==> src/sv/ifr_pkg.sv <==
// Shared types, constants and the byte classifier of the info frame receiver.
package ifr_pkg;

	// Framing bytes.
	localparam logic [7:0] FLAG_BYTE   = 8'h7E;
	localparam logic [7:0] ESC_BYTE    = 8'h7D;
	localparam logic [7:0] ESC_FLAG    = 8'h5E;
	localparam logic [7:0] ESC_ESC     = 8'h5D;
	localparam logic [7:0] ADDR_BYTE   = 8'h03;
	localparam logic [7:0] CTL_SEQ0    = 8'h00;
	localparam logic [7:0] CTL_SEQ1    = 8'h40;
	localparam logic [7:0] HCHK_SEQ0   = 8'h03;
	localparam logic [7:0] HCHK_SEQ1   = 8'h43;
	localparam logic [7:0] CTL_DISC    = 8'h0B;
	localparam logic [7:0] HCHK_DISC   = 8'h08;

	// Payload count width and its saturation limit.
	localparam int CNT_W = 13;
	localparam logic [CNT_W-1:0] MAX_FRAME_BYTES = 13'd4096;

	// Queue depths.
	localparam int CMDQ_DEPTH = 4;
	localparam int CMDQ_AW    = $clog2(CMDQ_DEPTH);
	localparam int RESQ_DEPTH = 2;
	localparam int RESQ_AW    = $clog2(RESQ_DEPTH);

	// Result event codes.
	typedef enum logic [2:0] {
		EV_DATA   = 3'd0,
		EV_ACCEPT = 3'd1,
		EV_REJECT = 3'd2,
		EV_DUP    = 3'd3,
		EV_DISC   = 3'd4
	} ev_t;

	// Byte class flags computed in the front part.
	typedef struct packed {
		logic is_flag;
		logic is_esc;
		logic is_esc_flag;
		logic is_esc_esc;
		logic is_addr;
		logic is_ctl0;
		logic is_ctl1;
		logic is_hchk1;
		logic is_ctl_disc;
		logic is_hchk_disc;
	} cls_t;

	// One classified line byte.
	typedef struct packed {
		logic [7:0] rx_byte;
		cls_t       cls;
	} cmd_t;

	// Head of the command queue as seen by the back part.
	typedef struct packed {
		logic valid;
		cmd_t cmd;
	} cmd_head_t;

	// One result item.
	typedef struct packed {
		ev_t              ev;
		logic [7:0]       data;
		logic             seq;
		logic [CNT_W-1:0] cnt;
	} res_t;

	// Compare a line byte against every constant the parser needs.
	function automatic cls_t classify(input logic [7:0] b);
		cls_t c;
		c.is_flag      = (b == FLAG_BYTE);
		c.is_esc       = (b == ESC_BYTE);
		c.is_esc_flag  = (b == ESC_FLAG);
		c.is_esc_esc   = (b == ESC_ESC);
		c.is_addr      = (b == ADDR_BYTE);
		c.is_ctl0      = (b == CTL_SEQ0);
		c.is_ctl1      = (b == CTL_SEQ1);
		c.is_hchk1     = (b == HCHK_SEQ1);
		c.is_ctl_disc  = (b == CTL_DISC);
		c.is_hchk_disc = (b == HCHK_DISC);
		return c;
	endfunction

endpackage

==> src/sv/ifr_front.sv <==
// Front part: classifies incoming line bytes and queues them for the parser.
module ifr_front import ifr_pkg::*; (
	input  logic       clk,
	input  logic       arst_n,
	input  logic       push,
	input  logic [7:0] rx_byte,
	output logic       full,
	output cmd_head_t  head,
	input  logic       take
);

	cmd_t                mem_q [CMDQ_DEPTH];
	logic [CMDQ_AW-1:0]  wr_ptr_q;
	logic [CMDQ_AW-1:0]  rd_ptr_q;
	logic [CMDQ_AW:0]    cnt_q;
	logic                do_push;
	logic                do_take;

	assign full    = (cnt_q == (CMDQ_AW+1)'(CMDQ_DEPTH));
	assign do_push = push && !full;
	assign do_take = take && (cnt_q != '0);

	assign head.valid = (cnt_q != '0);
	assign head.cmd   = mem_q[rd_ptr_q];

	// Queue storage: each accepted transaction is stored with its class flags.
	always_ff @(posedge clk) begin
		if (do_push) begin
			mem_q[wr_ptr_q] <= '{rx_byte: rx_byte, cls: classify(rx_byte)};
		end
	end

	// Queue pointers and fill count.
	always_ff @(posedge clk or negedge arst_n) begin
		if (!arst_n) begin
			wr_ptr_q <= '0;
			rd_ptr_q <= '0;
			cnt_q    <= '0;
		end else begin
			if (do_push) wr_ptr_q <= wr_ptr_q + 1'b1;
			if (do_take) rd_ptr_q <= rd_ptr_q + 1'b1;
			if (do_push && !do_take) cnt_q <= cnt_q + 1'b1;
			else if (!do_push && do_take) cnt_q <= cnt_q - 1'b1;
		end
	end

endmodule

==> src/sv/ifr_back.sv <==
// Back part: frame parser state machine and the result queue.
module ifr_back import ifr_pkg::*; (
	input  logic             clk,
	input  logic             arst_n,
	input  cmd_head_t        head,
	output logic             take,
	input  logic             pop,
	output logic             empty,
	output logic [2:0]       event_res,
	output logic [7:0]       data_byte,
	output logic             ack_seq,
	output logic [CNT_W-1:0] payload_count
);

	typedef enum logic [2:0] {
		PH_HUNT, PH_FLAG, PH_ADDR, PH_HCHK, PH_DATA, PH_ESC, PH_DCHK, PH_DEND
	} phase_t;

	phase_t              phase_q;
	logic                exp_seq_q;
	logic [7:0]          check_q;
	logic [7:0]          held_q;
	logic                held_valid_q;
	logic [CNT_W-1:0]    count_q;

	res_t                resq_q [RESQ_DEPTH];
	logic [RESQ_AW-1:0]  res_wr_q;
	logic [RESQ_AW-1:0]  res_rd_q;
	logic [RESQ_AW:0]    res_cnt_q;

	// Next-state signals of the parser.
	phase_t              phase_d;
	logic                exp_seq_d;
	logic [7:0]          check_d;
	logic [7:0]          held_d;
	logic                held_valid_d;
	logic [CNT_W-1:0]    count_d;
	logic                emit;
	res_t                res;

	logic                do_pop;
	logic                res_room;
	cls_t                c;
	logic [7:0]          b;
	logic                ctl_match;
	logic                ctl_other;
	logic                hchk_match;
	logic                data_in;
	logic [7:0]          data_val;
	logic [CNT_W-1:0]    count_inc;

	assign empty    = (res_cnt_q == '0);
	assign do_pop   = pop && !empty;
	assign res_room = (res_cnt_q != (RESQ_AW+1)'(RESQ_DEPTH)) || do_pop;
	assign take     = head.valid && res_room;

	assign c = head.cmd.cls;
	assign b = head.cmd.rx_byte;

	// Header matches depend on the expected sequence bit.
	assign ctl_match  = exp_seq_q ? c.is_ctl1 : c.is_ctl0;
	assign ctl_other  = exp_seq_q ? c.is_ctl0 : c.is_ctl1;
	assign hchk_match = exp_seq_q ? c.is_hchk1 : c.is_addr;
	assign count_inc  = (count_q < MAX_FRAME_BYTES) ? count_q + 1'b1 : count_q;

	// Parser next state and the result that one byte causes.
	always_comb begin
		phase_d      = phase_q;
		exp_seq_d    = exp_seq_q;
		check_d      = check_q;
		held_d       = held_q;
		held_valid_d = held_valid_q;
		count_d      = count_q;
		emit         = 1'b0;
		res          = '{ev: EV_DATA, data: 8'h00, seq: exp_seq_q, cnt: '0};
		data_in      = 1'b0;
		data_val     = b;
		case (phase_q)
			PH_HUNT: begin
				phase_d = c.is_flag ? PH_FLAG : PH_HUNT;
			end
			PH_FLAG: begin
				if (c.is_flag) phase_d = PH_FLAG;
				else if (c.is_addr) phase_d = PH_ADDR;
				else phase_d = PH_HUNT;
			end
			PH_ADDR: begin
				if (c.is_flag) begin
					phase_d = PH_FLAG;
				end else if (ctl_match) begin
					phase_d = PH_HCHK;
				end else if (ctl_other) begin
					phase_d = PH_HUNT;
					emit    = 1'b1;
					res.ev  = EV_DUP;
				end else if (c.is_ctl_disc) begin
					phase_d = PH_DCHK;
				end else begin
					phase_d = PH_HUNT;
				end
			end
			PH_HCHK: begin
				if (c.is_flag) begin
					phase_d = PH_FLAG;
				end else if (hchk_match) begin
					phase_d      = PH_DATA;
					check_d      = 8'h00;
					held_d       = 8'h00;
					held_valid_d = 1'b0;
					count_d      = '0;
				end else begin
					phase_d = PH_HUNT;
				end
			end
			PH_DATA: begin
				if (c.is_flag) begin
					phase_d = PH_HUNT;
					emit    = 1'b1;
					res.cnt = count_q;
					if (held_q == check_q) begin
						exp_seq_d = !exp_seq_q;
						res.ev    = EV_ACCEPT;
						res.seq   = !exp_seq_q;
					end else begin
						res.ev = EV_REJECT;
					end
				end else if (c.is_esc) begin
					phase_d = PH_ESC;
				end else begin
					data_in = 1'b1;
				end
			end
			PH_ESC: begin
				if (c.is_esc_esc) begin
					data_in  = 1'b1;
					data_val = ESC_BYTE;
				end else if (c.is_esc_flag) begin
					data_in  = 1'b1;
					data_val = FLAG_BYTE;
				end else begin
					phase_d = PH_HUNT;
					emit    = 1'b1;
					res.ev  = EV_REJECT;
					res.cnt = count_q;
				end
			end
			PH_DCHK: begin
				if (c.is_flag) phase_d = PH_FLAG;
				else if (c.is_hchk_disc) phase_d = PH_DEND;
				else phase_d = PH_HUNT;
			end
			default: begin
				phase_d = PH_HUNT;
				if (c.is_flag) begin
					emit   = 1'b1;
					res.ev = EV_DISC;
				end
			end
		endcase

		// A data byte releases the held byte and takes its place.
		if (data_in) begin
			phase_d      = PH_DATA;
			held_d       = data_val;
			held_valid_d = 1'b1;
			if (held_valid_q) begin
				count_d  = count_inc;
				check_d  = check_q ^ held_q;
				emit     = 1'b1;
				res.ev   = EV_DATA;
				res.data = held_q;
				res.cnt  = count_inc;
			end
		end
	end

	// Parser state, advanced once per consumed byte.
	always_ff @(posedge clk or negedge arst_n) begin
		if (!arst_n) begin
			phase_q      <= PH_HUNT;
			exp_seq_q    <= 1'b0;
			check_q      <= 8'h00;
			held_q       <= 8'h00;
			held_valid_q <= 1'b0;
			count_q      <= '0;
		end else if (take) begin
			phase_q      <= phase_d;
			exp_seq_q    <= exp_seq_d;
			check_q      <= check_d;
			held_q       <= held_d;
			held_valid_q <= held_valid_d;
			count_q      <= count_d;
		end
	end

	// Result queue storage.
	always_ff @(posedge clk) begin
		if (take && emit) begin
			resq_q[res_wr_q] <= res;
		end
	end

	// Result queue pointers and fill count.
	always_ff @(posedge clk or negedge arst_n) begin
		if (!arst_n) begin
			res_wr_q  <= '0;
			res_rd_q  <= '0;
			res_cnt_q <= '0;
		end else begin
			if (take && emit) res_wr_q <= res_wr_q + 1'b1;
			if (do_pop) res_rd_q <= res_rd_q + 1'b1;
			if ((take && emit) && !do_pop) res_cnt_q <= res_cnt_q + 1'b1;
			else if (!(take && emit) && do_pop) res_cnt_q <= res_cnt_q - 1'b1;
		end
	end

	// The oldest waiting result drives the ports.
	assign event_res     = resq_q[res_rd_q].ev;
	assign data_byte     = resq_q[res_rd_q].data;
	assign ack_seq       = resq_q[res_rd_q].seq;
	assign payload_count = resq_q[res_rd_q].cnt;

endmodule

==> src/sv/info_frame_receiver.sv <==
// Top level of the info frame receiver: byte classifier, queue and frame parser.
//
// Input channel: drive rx_byte and raise push; a transaction completes at a
// rising edge with push high and full low. One line byte per transaction.
// Result channel: while empty is low the oldest result sits on event_res,
// data_byte, ack_seq and payload_count; pop at a rising edge takes it.
// Each byte gives zero or one result: a data byte (held back by one byte so
// the trailing check byte never appears) or one frame event per frame.
// A result passes from the byte queue through the parser into the result
// queue. Throughput: one byte per cycle while the result queue has room,
// set by the parser state machine that consumes one queued byte a cycle.
// A four-entry byte queue and a two-entry result queue separate the sides;
// when pop stays low the result queue fills, the parser stops, and full
// rises once the byte queue holds four bytes.
// Reset clears both queues, the parse state (hunting for a flag) and the
// expected sequence bit.
module info_frame_receiver import ifr_pkg::*; (
	input  logic             clk,
	input  logic             arst_n,
	input  logic             push,
	output logic             full,
	input  logic [7:0]       rx_byte,
	output logic             empty,
	input  logic             pop,
	output logic [2:0]       event_res,
	output logic [7:0]       data_byte,
	output logic             ack_seq,
	output logic [CNT_W-1:0] payload_count
);

	cmd_head_t head;
	logic      take;

	// Front: classify and queue line bytes.
	ifr_front u_front (
		.clk     (clk),
		.arst_n  (arst_n),
		.push    (push),
		.rx_byte (rx_byte),
		.full    (full),
		.head    (head),
		.take    (take)
	);

	// Back: parse frames and queue results.
	ifr_back u_back (
		.clk           (clk),
		.arst_n        (arst_n),
		.head          (head),
		.take          (take),
		.pop           (pop),
		.empty         (empty),
		.event_res     (event_res),
		.data_byte     (data_byte),
		.ack_seq       (ack_seq),
		.payload_count (payload_count)
	);

endmodule
==> config.mk <==
export PLATFORM = sky130hd
export DESIGN_NAME = info_frame_receiver
export DESIGN_NICKNAME = d
export VERILOG_FILES = /design/src/sv/ifr_pkg.sv /design/src/sv/ifr_front.sv /design/src/sv/ifr_back.sv /design/src/sv/info_frame_receiver.sv
export SDC_FILE = /design/constraint.sdc
export NUM_CORES = 1
export LEC_CHECK = 0
export ABC_AREA = 1
export BUFFER_PORTS_ARGS = -buffer_cell sky130_fd_sc_hd__buf_2
export CAP_MARGIN = 15
export CORE_AREA = 2 2 120 122
export CTS_CLUSTER_DIAMETER = 80
export DETAILED_ROUTE_END_ITERATION = 8
export DIE_AREA = 0 0 122 124
export PLACE_DENSITY_LB_ADDON = 0.08
export SYNTH_ARGS = -nofsm -noshare
export SYNTH_HDL_FRONTEND = slang
export SYNTH_SLANG_ARGS = --single-unit
==> constraint.sdc <==
create_clock -name clk -period 2.7 [get_ports clk]
set_clock_uncertainty 0.15 [all_clocks]
set_input_delay 0.81 -clock clk [delete_from_list [all_inputs] [get_ports clk]]
set_output_delay 0.81 -clock clk [all_outputs]
set_load 0.05 [all_outputs]
# --- Word level (Yosys, flattened, before mapping) ---
# Memory sizes are Yosys's and may differ from the RTL's.
# Cells that the tools add are included.
op_classes:
  n_reduce_logical: 29
  n_mux: 83
  bitwise: 1
  eq_ne: 22
  add_sub_neg: 9
  magnitude_cmp: 1
ops:
  columns: ["cell", "count"]
  rows:
  - ["$mux W13", 10]
  - ["$mux W8", 12]
  - ["$mux W3", 21]
  - ["$eq A8 B7 Y1 const B", 6]
  - ["$mux W1", 26]
  - ["$pmux W13 S2", 1]
  - ["$mux W11", 2]
  - ["$pmux W3 S7", 1]
  - ["$eq A8 B4 Y1 const B", 2]
  - ["$mux W14", 1]
  - ["$add A13 B1 Y13 const B", 1]
  - ["$lt A13 B13 Y1 const B", 1]
  - ["$eq A3 B3 Y1 const B", 4]
  - ["$mux W2", 6]
  - ["$pmux W3 S4", 1]
  - ["$logic_and A1 B1 Y1", 9]
  - ["$eq A8 B2 Y1 const B", 1]
  - ["$eq A8 B8 Y1", 1]
  - ["$logic_not A8 Y1", 1]
  - ["$reduce_and A4 Y1", 2]
  - ["$reduce_bool A2 Y1", 4]
  - ["$xor A8 B8 Y8", 1]
  - ["$logic_not A1 Y1", 7]
  - ["$add A2 B1 Y2 const B", 3]
  - ["other kinds (17)", 21]
word_totals:
  elab_cells: 159
  ramBits: 122
  register_bits: 45
  mem_count: 2
  output_inout_bits: 27
  inputBits: 12
mem_list:
  columns: ["name", "depth", "width", "read_ports", "rd_ports_with_merged_regs", "wr", "line_no", "text"]
  rows:
  - ["u_front.mem_q", 4, 18, 1, 0, 1, "ifr_front.sv:12", "cmd_t mem_q [CMDQ_DEPTH];"]
  - ["u_back.resq_q", 2, 25, 1, 0, 1, "ifr_back.sv:26", "res_t resq_q [RESQ_DEPTH];"]

# --- Depth between registers and ports, before layout ---
# Gate-level depths: netlist of run 1.
# An unclocked memory read counts as a cell.
depth:
  word_depth: 13
  mapped_depth: 16
  mapped_depth_nobuf: 15

# --- Cells and area by module ---
# From an unflattened synthesis of run 1, not the netlist that was laid out.
hier_totals:
  cells_unflattened: 795
  hier_area_um2: 7777.5
modules_own_cells:
  columns: ["mod", "cells_each", "area_per_inst_um2", "instances", "seq_area_each_um2"]
  rows:
  - ["ifr_back", 492, 4306.6, 1, 2452.4]
  - ["ifr_front", 303, 3470.8, 1, 2337.2]

# --- Least setup slack after synthesis of run 1 ---
# OpenSTA, ideal clock, no wires.
synth_path:
  path_kind: "register -> register"
  from: "register u_front.cnt_q[0]"
  to: "register u_front.cnt_q[1]"
  path_buffers: 0
  t_required_ps: 2425
  stages_incl_launch_ff: 7
  synth_period_minus_slack_ps: 3101
  arrival_ps: 2826
  setup_slack_ps: -401
  setup_ps: 125
  cell_sequence: "dfrtp_1 -> nor3_1 -> nor2_1 -> ha_1 -> inv_1 -> fa_1 -> mux2_2"
synth_via:
  elab_chain_cells: 6
  elab_cells_between_ends: 15
  classes_between: "add/sub: 2; eq/ne: 1; mux: 2; reduce/logical: 10"
synth_rtl:
  columns: ["element", "line_no", "text"]
  rows:
  - ["from (decl)", "ifr_front.sv:15", "logic [CMDQ_AW:0] cnt_q;"]
  - ["from (signal assigned)", "ifr_front.sv:42", "if (do_push && !do_take) cnt_q <= cnt_q + 1'b1;"]
  - ["from (signal assigned)", "ifr_front.sv:43", "else if (!do_push && do_take) cnt_q <= cnt_q - 1'b1;"]
  - ["$eq A3 B3 Y1 *", "ifr_front.sv:19", "assign full = (cnt_q == (CMDQ_AW+1)'(CMDQ_DEPTH));"]
  - ["named net full", "info_frame_receiver.sv:21", "output logic full,"]
  - ["$logic_not A1 Y1 *", "ifr_front.sv:20", "assign do_push = push && !full;"]
  - ["$logic_and A1 B1 Y1 *", "ifr_front.sv:20", null]
  - ["named net u_front.do_push", "ifr_front.sv:16", "logic do_push;"]
  - ["$logic_not A1 Y1", "ifr_front.sv:43", null]
  - ["$logic_and A1 B1 Y1", "ifr_front.sv:43", null]
  - ["$reduce_bool A2 Y1 (no source line)", null, null]
# Mark *: on every way through the listed nets, which the timed path passes. The rest lies on a longest branch. The select of a mux whose other input is x is not followed.
# A chain may end at the register's enable or synchronous reset.

# --- Worst setup path after layout of run 1 ---
layout_path:
  from: "register u_back.res_rd_q"
  to: "output data_byte[0]"
layout_via:
  elab_chain_cells: 1
layout_rtl:
  columns: ["element", "line_no", "text"]
  rows:
  - ["from (decl)", "ifr_back.sv:28", "logic [RESQ_AW-1:0] res_rd_q;"]
  - ["from (signal assigned)", "ifr_back.sv:211", "if (do_pop) res_rd_q <= res_rd_q + 1'b1;"]
  - ["$mem_v2 Z2 W25", null, null]
  - ["to (decl)", "info_frame_receiver.sv:26", "output logic [7:0] data_byte,"]
# Every way passes these cells.

==> qor.txt, run 1 <==
status = finished clean
VDD IR max = 579 uV
static leakage = 3.65 nW
Hold Vio Cnt, Final = 0
Crit. End Element = output port
met3 Use GR = 0.0371
violation count after the first detailed-route iteration = 312
Congestion Overflow GR = 0
CP cell instances = clkinv_2 -> nand2_1 -> nand2_1 -> buf_2
total CTS buffers = 17
via count = 5051
kind of start point of the critical path = register
GRT Resource Usage Total = 0.212
Post-synth top flop = edfxtp_1
Data required, critical path = 1740 ps
top cells by area, synth = edfxtp_1, dfrtp_1, nand2_1
Clock transition at path regs = 60 ps
Clock Root Buffer = clkbuf_16
CP max stage delay = 360 ps
initial antenna violation count = 0
syn_nets = 741
cell internal pwr = 5.83 mW
relative slew slack = 0.658
htree depth = 4
initial core utilization = 0.546
global-route wire length before repair = 24200 um
vias in the first global route = 4862
post-synthesis sequential area ratio = 0.640
global routing usage on met1 = 0.266
GR peak layer = met2
port bufs = 38
Setup violations, final = 0
worst-skew pair later-pin latency = 420 ps
Die X = 122 um
met2 usage = 0.367
worst path arrival time = 1540 ps
Async SR Flop Fraction = 0.269
Flop pwr share = 0.382
die area = 15100 um2
Mapped Cells = 721
# DRC = 0
clock share of power = 0.248
Synth Cell Area = 7490 um2
Core ar. = 13700 um2
WL/cell = 15.1 um
Final nets = 796
layout cells sized above 1 = 0.150
Net Sw Frac = 0.391
Final Critical Period = 2500 ps
Final period util = 0.924
RD Place Congestion = 0.842
number of flops mapped to enable cells by yosys = 122
DPL Wire Length = 10100 um
CTS max path bufs = 2
ANT nets after route = 0
top-count cell post-synth = nand2_1
drt total wl = 14700 um
row cnt = 43
Worst Tran Pin Value = 509 ps
Avg Cell Area, Syn = 10.4 um2
Netlist cell types = 39
Synth top area share = 0.489
max_cap viols = 0
TritonCTS clock tree = done
Synth area leader = edfxtp_1
first-pass detailed-route iteration total = 5
PD cells = 1120 nW/um2
P_sw = 3.75 mW
Worst path slowest cell = dfrtp_1
synth-to-layout area growth = 14.4%
synthesis-stage register bit count = 167
total clock sinks = 167
combinational share of power = 0.371
total negative slack = 0 ps
fmax = 0.401 GHz
diode count = 0
die height = 124 um
RSZ-0062 raised after global routing = false
crit path kind = register to output port
largest net degree at the start of global routing = 38
top cells by count, synth = nand2_1, edfxtp_1, nor2_1
Synth Warn # = 0
Hold/Removal Path Class = input pin to asynchronous set/reset pin
Post-CTS Repair Setup Buffers = 0
vias per cell = 5.21
Max Slew Vio Count = 0
cell mode on critical path = nand2_1
crit path max fanout = 26
io pins = 39
filler instances = 1121
Final Power = 9.57 mW
worst max-delay path: cells and delay by family (launching register included):
kind / cells / cell delay (ps)
flip-flops: 1 / 360
AND/OR/NAND/NOR: 2 / 230
buffers and inverters: 2 / 520
per-stage QoR:
stage	util	cell area (um2)	hold slack, ps	setup WS (ps)	cells
after global routing	0.624	8560	210	22.4	969
after CTS	0.624	8550	193	92.4	969
after global placement	0.581	7970	308	164	937
final	0.624	8560	193	205	969
after detailed placement	0.581	7970	317	97.9	937
after floorplan	-	7490	292	122	721
state kept, by name, summed over array words and instances, names as in the netlist, 3 cells and up:
signal	count
u_front.mem_q	72
u_back.resq_q	50
u_back.count_q	13
u_back.check_q	8
u_back.held_q	8
u_back.phase_q	3
u_front.cnt_q	3
logic make-up (layout without fill, tap and decap cells):
logic type / after synthesis / after routing / synth area share
adders and majority gates: 8 / 8 / 0.0144
buffers and inverters: 90 / 158 / 0.0510
muxes: 1 / 1 / 0.00150
xor gates and xnor gates: 25 / 25 / 0.0292
DFF: 167 / 167 / 0.640
and+or+nand+nor: 341 / 341 / 0.196
AOI/OAI and AO/OA: 89 / 89 / 0.0678
metal layers:
| metal | vias to the layer above | wire length, um |
|---|---|---|
| li1 | 2543 | - |
| met4 | 0 | 255 |
| met2 | 93 | 7500 |
| met5 | - | 0 |
| met1 | 2397 | 6480 |
| met3 | 18 | 431 |
repair_timing:
item                                    in CTS  in global routing
gates cloned                                 0                  0
endpoints found under the setup margin      25                  1
hold buffers                                 0                  0
resized for setup                            1                  5
pin swaps                                    0                  0
final timing paths:
check	slack, ps	cells past startpoint	endpoint	startpoint
max	200	4	data_byte[0]	u_back.res_rd_q
min	190	1	u_back.held_q[2]	arst_n
max reg2reg	260	14	u_back.res_cnt_q[1]	u_front.rd_ptr_q[0]
min reg2reg	330	2	u_back.res_wr_q	u_back.res_wr_q
max in group asynchronous	1600	2	u_back.count_q[7]	arst_n
min in group clk	330	2	u_back.res_wr_q	u_back.res_wr_q
power groups by stage:
stage	Combinational [mW]	Clock [mW]	Sequential [mW]
after floorplan	2.71	0	3.62
after global placement	3.50	0	3.67
after detailed placement	3.57	0	3.69
after CTS	3.59	2.41	3.65
after global routing	3.95	2.52	3.71
final	3.55	2.37	3.65
cells in the final DEF, fill, tap and decap left out, types with 6 or more instances in the layout:
cell type  netlist  layout
nand2_1        179     178
nor3_1           7       6
clkinv_2         0       7
o21ai_1         14      14
clkbuf_16        0      17
inv_1           59      59
nand4_1          7       7
o22ai_1         17      17
buf_4            3      17
edfxtp_1       122     122
nand3_1         58      58
ha_1             7       7
nor2_1          74      73
o21ai_0         40      40
inv_2            8       7
dfrtp_1         45      44
xnor2_1          6       6
buf_2            8      38
xor2_1          19      19
layout make-up:
| class | count | area [um2] | area share |
|---|---|---|---|
| flip-flops and latches | 167 | 4790 | 0.559 |
| multi-input cells | 464 | 2330 | 0.272 |
| clock buffers | 20 | 447 | 0.0522 |
| repair buffers | 58 | 378 | 0.0441 |
| inverters | 68 | 259 | 0.0302 |
| well taps | 180 | 225 | 0.0263 |
| clock inverters | 12 | 135 | 0.0158 |
Note: power is estimated with default switching activity, not from simulation.
==> run 2, diff against run 1 <==
--- a/config.mk
+++ b/config.mk
@@ -8,10 +8,11 @@
 export ABC_AREA = 1
 export BUFFER_PORTS_ARGS = -buffer_cell sky130_fd_sc_hd__buf_2
 export CAP_MARGIN = 15
-export CORE_AREA = 2 2 120 122
+export CORE_AREA = 2 2 154 96
 export CTS_CLUSTER_DIAMETER = 80
 export DETAILED_ROUTE_END_ITERATION = 8
-export DIE_AREA = 0 0 122 124
+export DIE_AREA = 0 0 156 98
+export HOLD_SLACK_MARGIN = 0.05
 export PLACE_DENSITY_LB_ADDON = 0.08
 export SYNTH_ARGS = -nofsm -noshare
 export SYNTH_HDL_FRONTEND = slang
==> qor.txt, run 2 (synthesis gave the netlist of run 1 again) <==
row cnt = 34 (was 43)
total clock sinks = 167 (unchanged)
clock share of power = 0.245 (was 0.248)
status = finished clean (unchanged)
Final period util = 0.943 (was 0.924)
vias in the first global route = 4958 (was 4862)
Top Registers = u_front.mem_q (72), u_back.resq_q (50), u_back.count_q (13) (unchanged)
ANT nets after route = 0 (unchanged)
die height = 98 um (was 124 um)
layout cells sized above 1 = 0.158 (was 0.150)
Finished Core Util = 0.616 (was 0.624)
static leakage = 3.67 nW (was 3.65 nW)
hold buffer count at CTS = 0 (unchanged)
crit path kind = register to output port (unchanged)
initial antenna violation count = 0 (unchanged)
Crit. End Element = output port (unchanged)
fmax = 0.393 GHz (was 0.401 GHz)
via count = 5342 (was 5051)
P_sw = 3.94 mW (was 3.75 mW)
RSZ-0062 raised after global routing = false (unchanged)
Max Slew Vio Count = 0 (unchanged)
total CTS buffers = 17 (unchanged)
crit path max fanout = 25 (was 26)
critical path's top delay family = buffers and inverters (unchanged)
TritonCTS clock tree = done (unchanged)
commonest non-fill, non-tap cells in the layout = nand2_1, edfxtp_1, nor2_1 (unchanged)
Data required, critical path = 1740 ps (about the same)
Final Critical Period = 2550 ps (was 2500 ps)
synth-to-layout area growth = 15.2% (was 14.4%)
Setup crit start = u_back.res_rd_q (unchanged)
PD cells = 1140 nW/um2 (was 1120 nW/um2)
cell internal pwr = 5.86 mW (was 5.83 mW)
number of cells on the worst reg-to-reg path = 10 (was 14)
Clock Root Buffer = clkbuf_16 (unchanged)
cell mode on critical path = nand2_1 (unchanged)
Flop pwr share = 0.374 (was 0.382)
first-pass detailed-route iteration total = 5 (unchanged)
total negative slack = 0 ps (unchanged)
final hold slack = 211 ps (was 193 ps)
Hold/Removal Path Class = input pin to asynchronous set/reset pin (unchanged)
WP depth = 4 (unchanged)
vias per cell = 5.48 (was 5.21)
Worst path slowest cell = dfrtp_1 (unchanged)
Critical path buffers and inverters = 2 (unchanged)
Net Sw Frac = 0.402 (was 0.391)
Clock transition at path regs = 60 ps (about the same)
GRT Resource Usage Total = 0.244 (was 0.212)
initial core utilization = 0.535 (was 0.546)
Final nets = 802 (was 796)
die area = 15300 um2 (was 15100 um2)
combinational share of power = 0.381 (was 0.371)
Setup violations, final = 0 (unchanged)
Hold Vio Cnt, Final = 0 (unchanged)
kind of start point of the critical path = register (unchanged)
largest net degree at the start of global routing = 26 (was 38)
CP max stage delay = 360 ps (about the same)
Core ar. = 14000 um2 (was 13700 um2)
max_cap viols = 0 (unchanged)
port bufs = 38 (unchanged)
WL/cell = 17.6 um (was 15.1 um)
global-route wire length before repair = 27600 um (was 24200 um)
io pins = 39 (unchanged)
largest register by flop count = u_front.mem_q (unchanged)
CTS max path bufs = 2 (unchanged)
violation count after the first detailed-route iteration = 559 (was 312)
RD Place Congestion = 0.896 (was 0.842)
relative slew slack = 0.602 (was 0.658)
DPL Wire Length = 12000 um (was 10100 um)
htree depth = 4 (unchanged)
diode count = 0 (unchanged)
# DRC = 0 (unchanged)
worst r2r src = u_front.rd_ptr_q[0] (unchanged)
worst path arrival time = 1590 ps (was 1540 ps)
CP cell instances = buf_4 -> nand2_1 -> nand2_1 -> buf_2 (was clkinv_2 -> nand2_1 -> nand2_1 -> buf_2)
max reg flops = 72 (unchanged)
Congestion Overflow GR = 0 (unchanged)
drt total wl = 17200 um (was 14700 um)
VDD IR max = 668 uV (was 579 uV)
most common cell after layout, fill and taps aside = nand2_1 (unchanged)
Worst Tran Pin Value = 593 ps (was 509 ps)
Die X = 156 um (was 122 um)
worst-skew pair later-pin latency = 430 ps (was 420 ps)
run 2: per-layer routing:
layer / share of wire / vias up / global-route usage / wire, um
met4: 0.0093 / 0 / 0.0614 / 160
met2: 0.40 / 203 / 0.311 / 6800
met5: 0 / - / 0 / 0
met1: 0.51 / 2566 / 0.412 / 8810
met3: 0.082 / 14 / 0.0586 / 1400
li1: - / 2559 / - / -
run 2: timing repair:
action                     CTS  global route
setup buffers                0             1
setup endpoints to repair    0             1
resized for setup            0             7
run 2: metrics by stage:
| stage | power (mW) | std cells | worst slack (ps) | cell area, um2 |
|---|---|---|---|---|
| floorplan | 6.32 | 721 | 122 | 7490 |
| global placement | 7.32 | 942 | 241 | 8020 |
| detailed placement | 7.42 | 942 | 162 | 8020 |
| CTS | 9.83 | 974 | 130 | 8610 |
| global route | 10.4 | 975 | 18.3 | 8630 |
| finish | 9.80 | 975 | 153 | 8630 |
run 2: area by class of cell:
| cell class | count | area (um2) |
|---|---|---|
| fillers | 1138 | 5370 |
| flip-flops and latches | 167 | 4790 |
| multi-input cells | 464 | 2330 |
| clock buffers | 22 | 464 |
| repair buffers | 64 | 435 |
| inverters | 68 | 258 |
| well taps | 180 | 225 |
| clock inverters | 10 | 120 |
run 2: worst paths after layout:
| kind | endpoint | slack (ps) |
|---|---|---|
| setup / recovery | data_byte[3] | 150 |
| hold / removal | u_back.count_q[2] | 210 |
| setup reg to reg | u_back.resq_q[0][8] | 240 |
| hold reg to reg | u_back.res_wr_q | 350 |
| max in group asynchronous | u_front.rd_ptr_q[0] | 1650 |
| min in group clk | u_back.res_wr_q | 350 |
run 2: power groups by stage:
stage          Sequential [mW]  Combinational, mW  Clock (mW)
2_1_floorplan             3.62               2.71           0
3_3_place_gp              3.69               3.63           0
3_5_place_dp              3.71               3.71           0
4_1_cts                   3.66               3.74        2.43
5_1_grt                   3.72               4.14        2.53
6_report                  3.67               3.74        2.40
==> run 3, diff against run 2 <==
--- a/config.mk
+++ b/config.mk
@@ -8,12 +8,13 @@
 export ABC_AREA = 1
 export BUFFER_PORTS_ARGS = -buffer_cell sky130_fd_sc_hd__buf_2
 export CAP_MARGIN = 15
-export CORE_AREA = 2 2 154 96
+export CORE_AREA = 2 2 157 98
 export CTS_CLUSTER_DIAMETER = 80
 export DETAILED_ROUTE_END_ITERATION = 8
-export DIE_AREA = 0 0 156 98
+export DIE_AREA = 0 0 159 100
 export HOLD_SLACK_MARGIN = 0.05
 export PLACE_DENSITY_LB_ADDON = 0.08
 export SYNTH_ARGS = -nofsm -noshare
 export SYNTH_HDL_FRONTEND = slang
+export SYNTH_HIERARCHICAL = 1
 export SYNTH_SLANG_ARGS = --single-unit
==> qor.txt, run 3 <==
commonest non-fill, non-tap cells in the layout = nand2_1, edfxtp_1, inv_1 (was nand2_1, edfxtp_1, nor2_1)
Synth top area share = 0.471 (was 0.489)
top cells by area, synth = edfxtp_1, dfrtp_1, nand2_1 (unchanged)
cell internal pwr = 5.99 mW (was 5.86 mW)
Synth Warn # = 6 (was 0)
port bufs = 38 (unchanged)
Hold Vio Cnt, Final = 0 (unchanged)
Crit Reg-Reg Endpoint = u_back/resq_q[1][1] (was u_back.resq_q[0][8])
post-route insts no fill = 1066 (was 975)
critical path's top delay family = buffers and inverters (unchanged)
top cells by count, synth = nand2_1, edfxtp_1, inv_1 (was nand2_1, edfxtp_1, nor2_1)
combinational share of power = 0.415 (was 0.381)
vias per cell = 5.23 (was 5.48)
Clock Root Buffer = clkbuf_16 (unchanged)
crit path max fanout = 25 (unchanged)
worst setup margin = 102 ps (was 153 ps)
ANT nets after route = 0 (unchanged)
fmax = 0.385 GHz (was 0.393 GHz)
Placed Instances = 1031 (was 942)
Synth Cell Area = 7780 um2 (was 7490 um2)
Die X = 159 um (was 156 um)
Core ar. = 14700 um2 (was 14000 um2)
hold buffer count at CTS = 0 (unchanged)
worst-skew pair later-pin latency = 420 ps (was 430 ps)
global-route wire length before repair = 26800 um (was 27600 um)
layout cells sized above 1 = 0.125 (was 0.158)
synthesis-stage register bit count = 167 (unchanged)
first-pass detailed-route iteration total = 5 (unchanged)
Congestion Overflow GR = 0 (unchanged)
filler instances = 1239 (was 1138)
row cnt = 35 (was 34)
WL/cell = 15.6 um (was 17.6 um)
kind of start point of the critical path = register (unchanged)
Post-synth top flop = edfxtp_1 (unchanged)
via count = 5570 (was 5342)
Final Power = 10.4 mW (was 9.80 mW)
# DRC = 0 (unchanged)
Async SR Flop Fraction = 0.269 (unchanged)
max_cap viols = 0 (unchanged)
worst r2r src = u_front/rd_ptr_q[0] (was u_front.rd_ptr_q[0])
synth-to-layout area growth = 13.6% (was 15.2%)
Mapped Cells = 795 (was 721)
Worst Tran Pin Value = 611 ps (was 593 ps)
worst path arrival time = 2570 ps (was 1590 ps)
number of cells on the worst reg-to-reg path = 12 (was 10)
top-count cell post-synth = nand2_1 (unchanged)
clock share of power = 0.221 (was 0.245)
Final nets = 870 (was 802)
CTS max path bufs = 2 (unchanged)
initial core utilization = 0.529 (was 0.535)
Finished Cell Area = 8830 um2 (was 8630 um2)
RD Place Congestion = 0.918 (was 0.896)
Finished Core Util = 0.600 (was 0.616)
most common cell after layout, fill and taps aside = nand2_1 (unchanged)
VDD IR max = 611 uV (was 668 uV)
Netlist cell types = 35 (was 39)
CP max stage delay = 380 ps (was 360 ps)
total negative slack = 0 ps (unchanged)
total clock sinks = 167 (unchanged)
syn_nets = 815 (was 741)
Data required, critical path = 2670 ps (was 1740 ps)
die area = 15900 um2 (was 15300 um2)
number of flops mapped to enable cells by yosys = 122 (unchanged)
largest register by flop count = u_front/mem_q (was u_front.mem_q)
drt total wl = 16600 um (was 17200 um)
multi-input logic area = 2370 um2 (was 2330 um2)
Net Sw Frac = 0.424 (was 0.402)
initial antenna violation count = 0 (unchanged)
largest net degree at the start of global routing = 46 (was 26)
Post-Place Setup Slack = 80.6 ps (was 162 ps)
Avg Cell Area, Syn = 9.78 um2 (was 10.4 um2)
Clock transition at path regs = 60 ps (about the same)
crit path kind = register to register (was register to output port)
io pins = 39 (unchanged)
Final Critical Period = 2600 ps (was 2550 ps)
Critical path buffers and inverters = 5 (was 2)
Synth area leader = edfxtp_1 (unchanged)
relative slew slack = 0.593 (was 0.602)
CP cell instances = inv_2 -> buf_4 -> clkbuf_16 -> o211ai_1 -> nand2_1 -> nor2_1 -> nand3_1 -> nand2_4 -> nand3_4 -> buf_4 -> a21oi_4 -> buf_12 (was buf_4 -> nand2_1 -> nand2_1 -> buf_2)
post-synthesis sequential area ratio = 0.616 (was 0.640)
Top Registers = u_front/mem_q (72), u_back/resq_q (50), u_back/count_q (13) (was u_front.mem_q (72), u_back.resq_q (50), u_back.count_q (13))
status = finished clean (unchanged)
DPL Wire Length = 11400 um (was 12000 um)
Area after DPL = 8230 um2 (was 8020 um2)
PD cells = 1180 nW/um2 (was 1140 nW/um2)
Setup violations, final = 0 (unchanged)
Reg area = 4790 um2 (about the same)
Worst path slowest cell = dfrtp_1 (unchanged)
final hold slack = 321 ps (was 211 ps)
Flop pwr share = 0.364 (was 0.374)
cell mode on critical path = buf_4 (was nand2_1)
Final period util = 0.962 (was 0.943)
htree depth = 4 (unchanged)
Crit. End Element = register (was output port)
total CTS buffers = 17 (unchanged)
diode count = 0 (unchanged)
violation count after the first detailed-route iteration = 520 (was 559)
P_sw = 4.42 mW (was 3.94 mW)
Hold/Removal Path Class = input pin to asynchronous set/reset pin (unchanged)
TritonCTS clock tree = done (unchanged)
r2r setup slk = 100 ps (was 240 ps)
vias in the first global route = 5278 (was 4958)
max reg flops = 72 (unchanged)
GRT Resource Usage Total = 0.218 (was 0.244)
die height = 100 um (was 98 um)
static leakage = 3.92 nW (was 3.67 nW)
Max Slew Vio Count = 0 (unchanged)
## run 3: changes by cell type in the layout (fill, tap and decap cells not counted), moves of 12 or more
cell | before | now
nand2_1 | 177 | 252
inv_1 | 59 | 109
o211ai_1 | 0 | 34
nand3_1 | 58 | 39
nor2_1 | 72 | 53
xor2_1 | 19 | 5
o21ai_1 | 15 | 3
## run 3: timing repair
action,in CTS,in global routing
gates resized for setup,0,2
endpoints found under the setup margin,0,4
setup buffers,0,2
## run 3: final cells by class
class | instances | area share
clock inverters | 14 | 0.0140
multi-input cells | 488 | 0.269
clock buffers | 18 | 0.0497
inverters | 116 | 0.0499
flip-flops and latches | 167 | 0.542
well taps | 203 | 0.0287
repair buffers | 60 | 0.0469
## run 3: power by group through the flow
| stage | logic [mW] | clock network, mW | registers (mW) |
|---|---|---|---|
| 3_5_place_dp | 4.21 | 0 | 3.83 |
| 6_report | 4.32 | 2.30 | 3.79 |
| 4_1_cts | 4.24 | 2.34 | 3.78 |
| 2_1_floorplan | 3.23 | 0 | 3.75 |
| 3_3_place_gp | 4.11 | 0 | 3.81 |
| 5_1_grt | 4.79 | 2.45 | 3.85 |
## run 3: cells by family (layout without fill, tap and decap cells)
kind of cell             after synthesis  after routing  share of synthesized area
buffers and inverters                140            208                     0.0808
XOR/XNOR                              10             10                     0.0113
flip-flops                           167            167                      0.616
AND/OR/NAND/NOR                      373            373                      0.200
AO/OA/AOI/OAI                         97             97                     0.0782
adder cells (fa/ha/maj)                8              8                     0.0138
## run 3: worst max path at each step
stage | startpoint | to | slack (ps) | depth (start not counted)
floorplan | u_front/rd_ptr_q[0] | u_back/resq_q[1][0] | 40 | 12
global placement | u_front/rd_ptr_q[0] | u_back/res_cnt_q[1] | 200 | 17
detailed placement | pop | u_front/cnt_q[2] | 80 | 12
CTS | u_back/res_rd_q | payload_count[10] | 120 | 5
global route | u_front/rd_ptr_q[0] | u_back/resq_q[1][22] | -2 | 12
finish | u_front/rd_ptr_q[0] | u_back/resq_q[1][1] | 100 | 12
## run 3: layer usage
layer	vias to the layer above	GRT usage	wire length (um)
met5	-	0	0
met4	0	0.0685	159
met3	13	0.0397	927
met2	160	0.327	7190
met1	2651	0.325	8350
li1	2746	-	-
